--- src/sv/frp_pkg.sv ---
// Package for the feature vector record parser.
// Result payload type and the fixed constants of the response layout.
// No dependencies.
`timescale 1ns / 1ps

package frp_pkg;

   localparam int POS_W = 7;   // byte position within one read
   localparam int LEN_W = 9;   // packet length and header position
   localparam int GRP_W = 6;   // group counts within one record
   localparam int CNT_W = 8;   // vector count and limit

   localparam logic [POS_W-1:0] LEN_POS    = 7'd3;  // byte that carries the length
   localparam logic [POS_W-1:0] REC_FIRST  = 7'd6;  // first record header
   localparam logic [LEN_W-1:0] LEN_BIAS   = 9'd4;
   localparam logic [LEN_W-1:0] HDR_FIRST  = 9'd6;
   localparam logic [2:0]       GRP_LAST   = 3'd5;  // last offset in a 6-byte group
   localparam logic [2:0]       VEC_LAST   = 3'd3;  // last emitted offset in a group
   localparam logic [CNT_W-1:0] LIMIT_RESET = 8'd16;

   typedef struct packed {
      logic             vector_valid;
      logic [7:0]       x_start;
      logic [7:0]       y_start;
      logic [7:0]       x_end;
      logic [7:0]       y_end;
      logic             done_res;
      logic [CNT_W-1:0] vector_total;
   } rsp_payload_type;

endpackage

--- src/sv/frp_req_if.sv ---
// Request channel: one response byte per beat.
// Depends on nothing.
`timescale 1ns / 1ps

interface frp_req_if;
   logic       valid;
   logic       ready;
   logic [7:0] rx_byte;
   logic       end_of_read;

   modport source (output valid, output rx_byte, output end_of_read, input ready);
   modport sink   (input valid, input rx_byte, input end_of_read, output ready);
endinterface

--- src/sv/frp_rsp_if.sv ---
// Result channel: one vector and/or done beat.
// Depends on nothing.
`timescale 1ns / 1ps

interface frp_rsp_if;
   logic       valid;
   logic       ready;
   logic       vector_valid;
   logic [7:0] x_start;
   logic [7:0] y_start;
   logic [7:0] x_end;
   logic [7:0] y_end;
   logic       done_res;
   logic [7:0] vector_total;

   modport source (output valid, output vector_valid, output x_start, output y_start,
                   output x_end, output y_end, output done_res, output vector_total,
                   input ready);
   modport sink   (input valid, input vector_valid, input x_start, input y_start,
                   input x_end, input y_end, input done_res, input vector_total,
                   output ready);
endinterface

--- src/sv/feature_vector_record_parser.sv ---
// Feature vector record parser top level.
// Depends on frp_pkg, frp_req_if and frp_rsp_if.
`timescale 1ns / 1ps

// Takes one response byte per cycle while ready is high and parses
// type-length-value records on the fly: byte 3 gives the packet length,
// records start at byte 6, and the first four bytes of every whole 6-byte
// group of record data go out as one vector beat on the byte that completes
// it. The last byte of a read (flagged, or byte READ_BYTES-1) gives a done
// beat carrying the vector count, after which the parser is back at byte 0.
// Parsing is one pass of logic per byte, so the block takes a byte every
// cycle while ready is high; a result is registered in the output buffer as
// its byte is accepted. A two-entry output buffer keeps req_bus.ready high
// while one result waits; ready drops only when both entries are full.
// csr_write_data sets the vector limit (reset 16); write it between reads.
module feature_vector_record_parser #(
   parameter int READ_BYTES = 100
) (
   input  logic       clock,
   input  logic       reset,
   frp_req_if.sink    req_bus,
   frp_rsp_if.source  rsp_bus,
   input  logic       csr_write_enable,
   input  logic [7:0] csr_write_data
);

   localparam logic [frp_pkg::POS_W-1:0] LAST_POS = frp_pkg::POS_W'(READ_BYTES - 1);

   logic [frp_pkg::CNT_W-1:0] limit_ff;
   logic [frp_pkg::POS_W-1:0] pos_ff,     pos_in;
   logic [frp_pkg::LEN_W-1:0] pkt_len_ff, pkt_len_in;
   logic [frp_pkg::LEN_W-1:0] hdr_pos_ff, hdr_pos_in;
   logic                      rec_open_ff, rec_open_in;
   logic [frp_pkg::GRP_W-1:0] groups_ff,  groups_in;
   logic [frp_pkg::GRP_W-1:0] grp_ff,     grp_in;
   logic [2:0]                off_ff,     off_in;
   logic                      stopped_ff, stopped_in;
   logic [frp_pkg::CNT_W-1:0] count_ff,   count_in;
   logic [7:0]                vb_ff [3];
   logic [7:0]                vb_in [3];

   frp_pkg::rsp_payload_type  main_ff, main_in, skid_ff, skid_in, new_rsp;
   logic                      main_vld_ff, main_vld_in, skid_vld_ff, skid_vld_in;

   logic                      accept, last, emit, new_vld;
   logic                      in_data, hdr_len_byte, open_rec;
   logic [frp_pkg::LEN_W-1:0] pos_ext;
   logic [15:0]               div_prod;

   assign accept  = req_bus.valid & req_bus.ready;
   assign pos_ext = {2'b00, pos_ff};
   // b / 6 as b * 171 >> 10, exact for 8-bit b
   assign div_prod = 16'(req_bus.rx_byte) * 16'd171;

   always_comb begin
      last         = req_bus.end_of_read | (pos_ff == LAST_POS);
      emit         = 1'b0;
      open_rec     = 1'b0;
      in_data      = rec_open_ff & (pos_ext < hdr_pos_ff);
      hdr_len_byte = ~in_data & (pos_ext == hdr_pos_ff + 9'd1);

      pkt_len_in  = pkt_len_ff;
      hdr_pos_in  = hdr_pos_ff;
      rec_open_in = rec_open_ff;
      groups_in   = groups_ff;
      stopped_in  = stopped_ff;
      count_in    = count_ff;
      vb_in       = vb_ff;

      if (pos_ff == frp_pkg::LEN_POS) begin
         pkt_len_in = {1'b0, req_bus.rx_byte} + frp_pkg::LEN_BIAS;
      end

      if (!stopped_ff && pos_ff >= frp_pkg::REC_FIRST) begin
         if (in_data) begin
            if (grp_ff < groups_ff && off_ff <= frp_pkg::VEC_LAST) begin
               if (off_ff == frp_pkg::VEC_LAST) begin
                  if (count_ff < limit_ff) begin
                     emit     = 1'b1;
                     count_in = count_ff + 8'd1;
                  end else begin
                     stopped_in = 1'b1;
                  end
               end else begin
                  vb_in[off_ff[1:0]] = req_bus.rx_byte;
               end
            end
         end else if (hdr_len_byte) begin
            if (!({1'b0, hdr_pos_ff} + 10'd1 < {1'b0, pkt_len_ff}) ||
                count_ff >= limit_ff) begin
               stopped_in = 1'b1;
            end else begin
               open_rec    = 1'b1;
               rec_open_in = 1'b1;
               groups_in   = div_prod[15:10];
               hdr_pos_in  = hdr_pos_ff + 9'd2 + {1'b0, req_bus.rx_byte};
            end
         end
      end

      // offset within the current record's data, kept as group and byte-in-group
      if (open_rec) begin
         off_in = 3'd0;
         grp_in = '0;
      end else if (off_ff == frp_pkg::GRP_LAST) begin
         off_in = 3'd0;
         grp_in = grp_ff + 6'd1;
      end else begin
         off_in = off_ff + 3'd1;
         grp_in = grp_ff;
      end
      pos_in = pos_ff + 7'd1;

      new_vld              = emit | last;
      new_rsp.vector_valid = emit;
      new_rsp.x_start      = emit ? vb_ff[0] : 8'd0;
      new_rsp.y_start      = emit ? vb_ff[1] : 8'd0;
      new_rsp.x_end        = emit ? vb_ff[2] : 8'd0;
      new_rsp.y_end        = emit ? req_bus.rx_byte : 8'd0;
      new_rsp.done_res     = last;
      new_rsp.vector_total = count_in;

      if (last) begin
         pos_in      = '0;
         pkt_len_in  = '0;
         hdr_pos_in  = frp_pkg::HDR_FIRST;
         rec_open_in = 1'b0;
         groups_in   = '0;
         grp_in      = '0;
         off_in      = 3'd0;
         stopped_in  = 1'b0;
         count_in    = '0;
         vb_in[0]    = 8'd0;
         vb_in[1]    = 8'd0;
         vb_in[2]    = 8'd0;
      end
   end

   // two-entry output buffer: main drives the port, skid catches a beat
   // produced while main is stalled
   always_comb begin
      main_in     = main_ff;
      skid_in     = skid_ff;
      main_vld_in = main_vld_ff;
      skid_vld_in = skid_vld_ff;
      if (!main_vld_ff || rsp_bus.ready) begin
         if (skid_vld_ff) begin
            main_in     = skid_ff;
            main_vld_in = 1'b1;
            skid_in     = new_rsp;
            skid_vld_in = accept & new_vld;
         end else begin
            main_in     = new_rsp;
            main_vld_in = accept & new_vld;
         end
      end else if (accept && new_vld) begin
         skid_in     = new_rsp;
         skid_vld_in = 1'b1;
      end
   end

   always_ff @(posedge clock) begin
      if (reset) begin
         limit_ff    <= frp_pkg::LIMIT_RESET;
         pos_ff      <= '0;
         pkt_len_ff  <= '0;
         hdr_pos_ff  <= frp_pkg::HDR_FIRST;
         rec_open_ff <= 1'b0;
         groups_ff   <= '0;
         grp_ff      <= '0;
         off_ff      <= 3'd0;
         stopped_ff  <= 1'b0;
         count_ff    <= '0;
         vb_ff[0]    <= 8'd0;
         vb_ff[1]    <= 8'd0;
         vb_ff[2]    <= 8'd0;
         main_vld_ff <= 1'b0;
         skid_vld_ff <= 1'b0;
      end else begin
         if (csr_write_enable) begin
            limit_ff <= csr_write_data;
         end
         if (accept) begin
            pos_ff      <= pos_in;
            pkt_len_ff  <= pkt_len_in;
            hdr_pos_ff  <= hdr_pos_in;
            rec_open_ff <= rec_open_in;
            groups_ff   <= groups_in;
            grp_ff      <= grp_in;
            off_ff      <= off_in;
            stopped_ff  <= stopped_in;
            count_ff    <= count_in;
            vb_ff       <= vb_in;
         end
         main_vld_ff <= main_vld_in;
         skid_vld_ff <= skid_vld_in;
      end
   end

   always_ff @(posedge clock) begin
      main_ff <= main_in;
      skid_ff <= skid_in;
   end

   assign req_bus.ready        = ~skid_vld_ff;
   assign rsp_bus.valid        = main_vld_ff;
   assign rsp_bus.vector_valid = main_ff.vector_valid;
   assign rsp_bus.x_start      = main_ff.x_start;
   assign rsp_bus.y_start      = main_ff.y_start;
   assign rsp_bus.x_end        = main_ff.x_end;
   assign rsp_bus.y_end        = main_ff.y_end;
   assign rsp_bus.done_res     = main_ff.done_res;
   assign rsp_bus.vector_total = main_ff.vector_total;

endmodule
--- src/flat_wrapper.sv ---
// flat-port wrapper written by rule: the top's interface ports become plain ports
module feature_vector_record_parser_flat 
#(
   parameter int READ_BYTES = 100
)
  (clock, reset, csr_write_enable, csr_write_data, req_bus_valid, req_bus_rx_byte, req_bus_end_of_read, req_bus_ready, rsp_bus_valid, rsp_bus_vector_valid, rsp_bus_x_start, rsp_bus_y_start, rsp_bus_x_end, rsp_bus_y_end, rsp_bus_done_res, rsp_bus_vector_total, rsp_bus_ready);
  frp_req_if req_bus_i ();
  frp_rsp_if rsp_bus_i ();
  input  logic clock;
  input  logic reset;
  input  logic csr_write_enable;
  input  logic [7:0] csr_write_data;
  input wire logic [$bits(req_bus_i.valid)-1:0] req_bus_valid;
  input wire logic [$bits(req_bus_i.rx_byte)-1:0] req_bus_rx_byte;
  input wire logic [$bits(req_bus_i.end_of_read)-1:0] req_bus_end_of_read;
  output wire logic [$bits(req_bus_i.ready)-1:0] req_bus_ready;
  output wire logic [$bits(rsp_bus_i.valid)-1:0] rsp_bus_valid;
  output wire logic [$bits(rsp_bus_i.vector_valid)-1:0] rsp_bus_vector_valid;
  output wire logic [$bits(rsp_bus_i.x_start)-1:0] rsp_bus_x_start;
  output wire logic [$bits(rsp_bus_i.y_start)-1:0] rsp_bus_y_start;
  output wire logic [$bits(rsp_bus_i.x_end)-1:0] rsp_bus_x_end;
  output wire logic [$bits(rsp_bus_i.y_end)-1:0] rsp_bus_y_end;
  output wire logic [$bits(rsp_bus_i.done_res)-1:0] rsp_bus_done_res;
  output wire logic [$bits(rsp_bus_i.vector_total)-1:0] rsp_bus_vector_total;
  input wire logic [$bits(rsp_bus_i.ready)-1:0] rsp_bus_ready;
  assign req_bus_i.valid = req_bus_valid;
  assign req_bus_i.rx_byte = req_bus_rx_byte;
  assign req_bus_i.end_of_read = req_bus_end_of_read;
  assign req_bus_ready = req_bus_i.ready;
  assign rsp_bus_valid = rsp_bus_i.valid;
  assign rsp_bus_vector_valid = rsp_bus_i.vector_valid;
  assign rsp_bus_x_start = rsp_bus_i.x_start;
  assign rsp_bus_y_start = rsp_bus_i.y_start;
  assign rsp_bus_x_end = rsp_bus_i.x_end;
  assign rsp_bus_y_end = rsp_bus_i.y_end;
  assign rsp_bus_done_res = rsp_bus_i.done_res;
  assign rsp_bus_vector_total = rsp_bus_i.vector_total;
  assign rsp_bus_i.ready = rsp_bus_ready;
  feature_vector_record_parser #(.READ_BYTES(READ_BYTES)) u_core (.clock(clock), .reset(reset), .req_bus(req_bus_i), .rsp_bus(rsp_bus_i), .csr_write_enable(csr_write_enable), .csr_write_data(csr_write_data));
endmodule
--- config.mk ---
export PLATFORM = sky130hd
export DESIGN_NAME = feature_vector_record_parser_flat
export DESIGN_NICKNAME = d
export VERILOG_FILES = /design/src/sv/frp_pkg.sv /design/src/sv/frp_req_if.sv /design/src/sv/frp_rsp_if.sv /design/src/sv/feature_vector_record_parser.sv /design/src/flat_wrapper.sv
export SDC_FILE = /design/constraint.sdc
export NUM_CORES = 1
export LEC_CHECK = 0
export CAP_MARGIN = 20
export CELL_PAD_IN_SITES_DETAIL_PLACEMENT = 1
export CELL_PAD_IN_SITES_GLOBAL_PLACEMENT = 1
export CORE_MARGIN = 2
export CORE_UTILIZATION = 45
export CTS_CLUSTER_DIAMETER = 150
export DETAILED_ROUTE_END_ITERATION = 12
export DONT_BUFFER_PORTS = 1
export PLACE_DENSITY = 0.69
export SETUP_SLACK_MARGIN = 0.05
export SYNTH_ARGS = -nofsm -noshare
export SYNTH_HDL_FRONTEND = slang
export SYNTH_SLANG_ARGS = --single-unit
export TNS_END_PERCENT = 50
--- constraint.sdc ---
create_clock -name clock -period 6.9 [get_ports clock]
set_clock_uncertainty 0.2 [all_clocks]
set_input_delay 1.035 -clock clock [delete_from_list [all_inputs] [get_ports clock]]
set_output_delay 1.035 -clock clock [all_outputs]
set_load 0.02 [all_outputs]
==> results.md <==
- Initial antenna violation count: 0
- Most common cell after layout, fill and taps aside: ha_1
- Sw Pwr: 0.6145 mW
- GRT Total Usage: 21.02%
- Final hold violations: 0
- Chip Height: 148.0 µm
- Yosys top cell by area: edfxtp_1
- Layout cells sized above 1: about 15%
- Combinational share of power: 11.1%
- Drc violations: 0
- Postcts setup bufs: 0
- Port Buffers: 0
- CP Max Fanout: 8
- Post-synth top area share: 27.03%
- Relative slew slack: between 30% and 40%
- Tightest Pin Transition: 1.014 ns
- Distinct cells, synth: 83
- Row Count: 52
- Core Area: around 0.02 mm²
- Area taken by multi-input logic gates: around 0.0047 mm²
- Diode count: 0
- Resized cells post-CTS: 0
- Setup Viol. Count Final: 0
- Worst hold-check slack: about 0.26 ns
- Max-Cap Viols: 0
- Worst-Skew Late Latency: 0.43 ns
- Data arrival time of the critical path: 4.63 ns
- Internal power: 1.688 mW
- Met1 wire length: just over 10 mm
- Largest net degree at the start of global routing: 47
- Async set or reset register ratio after synthesis: 0%
- Full die area: around 0.022 mm²
- Post-synthesis sequential area ratio: 45.05%
- CTS root buf: clkbuf_16
- Via density: 5.615
- DR top layer: met4
- Post-layout min period: 4.540 ns
- Seq. cell area: 0.004204 mm²
- Clock sink count: between 150 and 200
- Cell leakage power: 4.276 nW
- Commonest cells after routing, fill and taps aside: ha_1 (90), dfxtp_1 (84), edfxtp_1 (84)
- 1st-iter DRT viols: 290
- Final worst-path cycle share: 65.80%
- Post-Route WL: between 20 and 25 mm
- Via count: 6,356
- Status: finished clean
- GPL Wtd Cong: about 0.9
- Cts hold-fix bufs: 0
- Number of CTS-inserted buffers: 17
- Wire per inst: 19.58 µm
- Post-synth EDFFs: 84
- Max Clk Rate: ~220 MHz
- RSZ-0062 raised after global routing: no
- # fillers: 2,204
- Post-Syn Nets: 977
- IO Pins: 66
- ANT nets after route: 0
- Clock buffer depth: 2
- CTS tree: done
- WP data required: 6.99 ns
- Setup TNS Final: 0 ns
- Mean area per synthesized cell: between 10 and 15 µm²
- YS warnings: 0
- Element type at the critical path end: flip-flop
- GRT overflow: 0
- Area Overhead vs Synth: 9.371%
- Main synth FF type: edfxtp_1
- Top post-synthesis cells by area: edfxtp_1 (27%), dfxtp_1 (18%), ha_1 (12%), mux2_2 (5.2%), inv_1 (3.3%)
- First-pass GRT wire length: around 36 mm
- Final Power: 2.303 mW
- Die W: approximately 150 µm
- Worst setup SP type: input port
- FF+latch count, synth: approximately 170
- Number of global-route vias before repair: 6,938
- CTS clock-pin slew for the worst setup and hold paths: 0.07 ns
- H-tree levels: 4
- Total power divided by cell area: 225.6 mW/mm²
- Post-Syn Area: 0.009333 mm²
- Initial Util: a little under half
- Seq pwr share: 46.9%
- HP Class: flip-flop to flip-flop
- First drt pass iteration count: 4
- Final Max Slew Viols: 0
- Max VDD drop: 0.1428 mV
- Mapped Cells: 852
- Critical path class: input port to flip-flop
- DR WL met3: between 700 and 800 µm
- Clock power share: 42.0%
- Nets: between 900 and 1,000
- Met2 routed WL: 11.00 mm
- Sw frac: a little over a quarter
- Post-DP HPWL: around 17 mm
worst paths after layout:
check | startpoint | to | slack [ns] | cells after the start
min reg2reg | u_core.vb_ff[1] | u_core.vb_ff[1] | 0.26 | 2
min | u_core.vb_ff[1] | u_core.vb_ff[1] | 0.26 | 2
max reg2reg | u_core.hdr_pos_ff[0] | u_core.hdr_pos_ff[1] | 2.54 | 13
max | req_bus_rx_byte[1] | u_core.groups_ff[3] | 2.36 | 14
power groups by stage:
stage	registers (mW)	clock network, mW	logic, mW
final	1.08	0.966	0.257
after global routing	1.08	1.03	0.296
after CTS	1.08	0.988	0.263
after detailed placement	1.10	0	0.260
after global placement	1.10	0	0.245
after floorplan	1.10	0	0.205
cells by family (layout without fill, tap and decap cells):
group                    count (synthesis)  after routing  synth area share (%)
buffers and inverters                  111            121                 4.733
flip-flops                             168            168                 45.05
AND/OR/NAND/NOR                        232            232                 13.25
AO/OA/AOI/OAI                          142            142                 11.65
XOR/XNOR                                44             44                 4.317
multiplexers                            52             52                 6.154
adder cells (fa/ha/maj)                103            103                 14.85
sequential cells by signal, indices dropped and copies added, names as in the netlist:
register / count
u_core.pkt_len_ff: 9
u_core.skid_ff: 42
u_core.off_ff: 3
u_core.rsp_bus.x_start: 8
u_core.rsp_bus.vector_valid: 1
u_core.grp_ff: 6
u_core.groups_ff: 6
u_core.count_ff: 8
u_core.rsp_bus.done_res: 1
u_core.hdr_pos_ff: 9
u_core.vb_ff: 24
u_core.rsp_bus.y_end: 8
u_core.rsp_bus.x_end: 8
u_core.rec_open_ff: 1
u_core.rsp_bus.valid: 1
u_core.rsp_bus.vector_total: 8
u_core.rsp_bus.y_start: 8
u_core.skid_vld_ff: 1
u_core.limit_ff: 8
u_core.pos_ff: 7
u_core.stopped_ff: 1
stage by stage:
stage          utilization (%)  instance area [µm²]  cells  setup slack (ns)
2_1_floorplan                -                 9333    852            0.8212
3_3_place_gp             47.33                 9608   1100             2.098
3_5_place_dp             47.33                 9608   1100             1.888
4_1_cts                  50.28                10210   1132             2.345
5_1_grt                  50.28                10210   1132             2.208
6_report                 50.28                10210   1132             2.360
routing by layer:
metal  vias up  GRT usage, %
met5         -             0
li1       3076             -
met2       100         36.55
met3        24         4.414
met1      3156         26.64
met4         0         5.524
synthesized netlist by cell type, types with 7 or more instances:
| cell type | number |
|---|---|
| fa_1 | 13 |
| mux2i_1 | 9 |
| and3_1 | 36 |
| a22oi_1 | 8 |
| ha_1 | 90 |
| clkbuf_1 | 21 |
| o21ai_0 | 26 |
| o22ai_2 | 10 |
| mux2_2 | 43 |
| a22o_1 | 10 |
| dfxtp_1 | 84 |
| xor2_1 | 18 |
| edfxtp_1 | 84 |
| inv_1 | 82 |
| nor2b_1 | 8 |
| nand2_1 | 38 |
| nor3_1 | 18 |
| nand3_1 | 38 |
| a21oi_1 | 26 |
| a21o_1 | 7 |
| nor2_1 | 48 |
| xnor2_1 | 25 |
worst max-delay path: stages:
cell,delay (ns)
ha_1,0.31
fa_1,0.51
fa_1,0.55
inv_1,0.07
fa_1,0.53
inv_1,0.04
ha_1,0.31
a21o_1,0.19
a21oi_1,0.18
a2bb2oi_1,0.27
nand3b_1,0.14
a21oi_1,0.21
xor2_1,0.19
o22ai_2,0.08
final cells by class:
| type | instances | share of cell area (%) |
|---|---|---|
| flip-flops and latches | 168 | 41.19 |
| repair buffers | 6 | 0.4413 |
| well taps | 270 | 3.310 |
| clock inverters | 15 | 1.704 |
| clock buffers | 17 | 4.168 |
| multi-input cells | 573 | 46.14 |
| inverters | 83 | 3.052 |
Power figures use the tool's default switching activity.
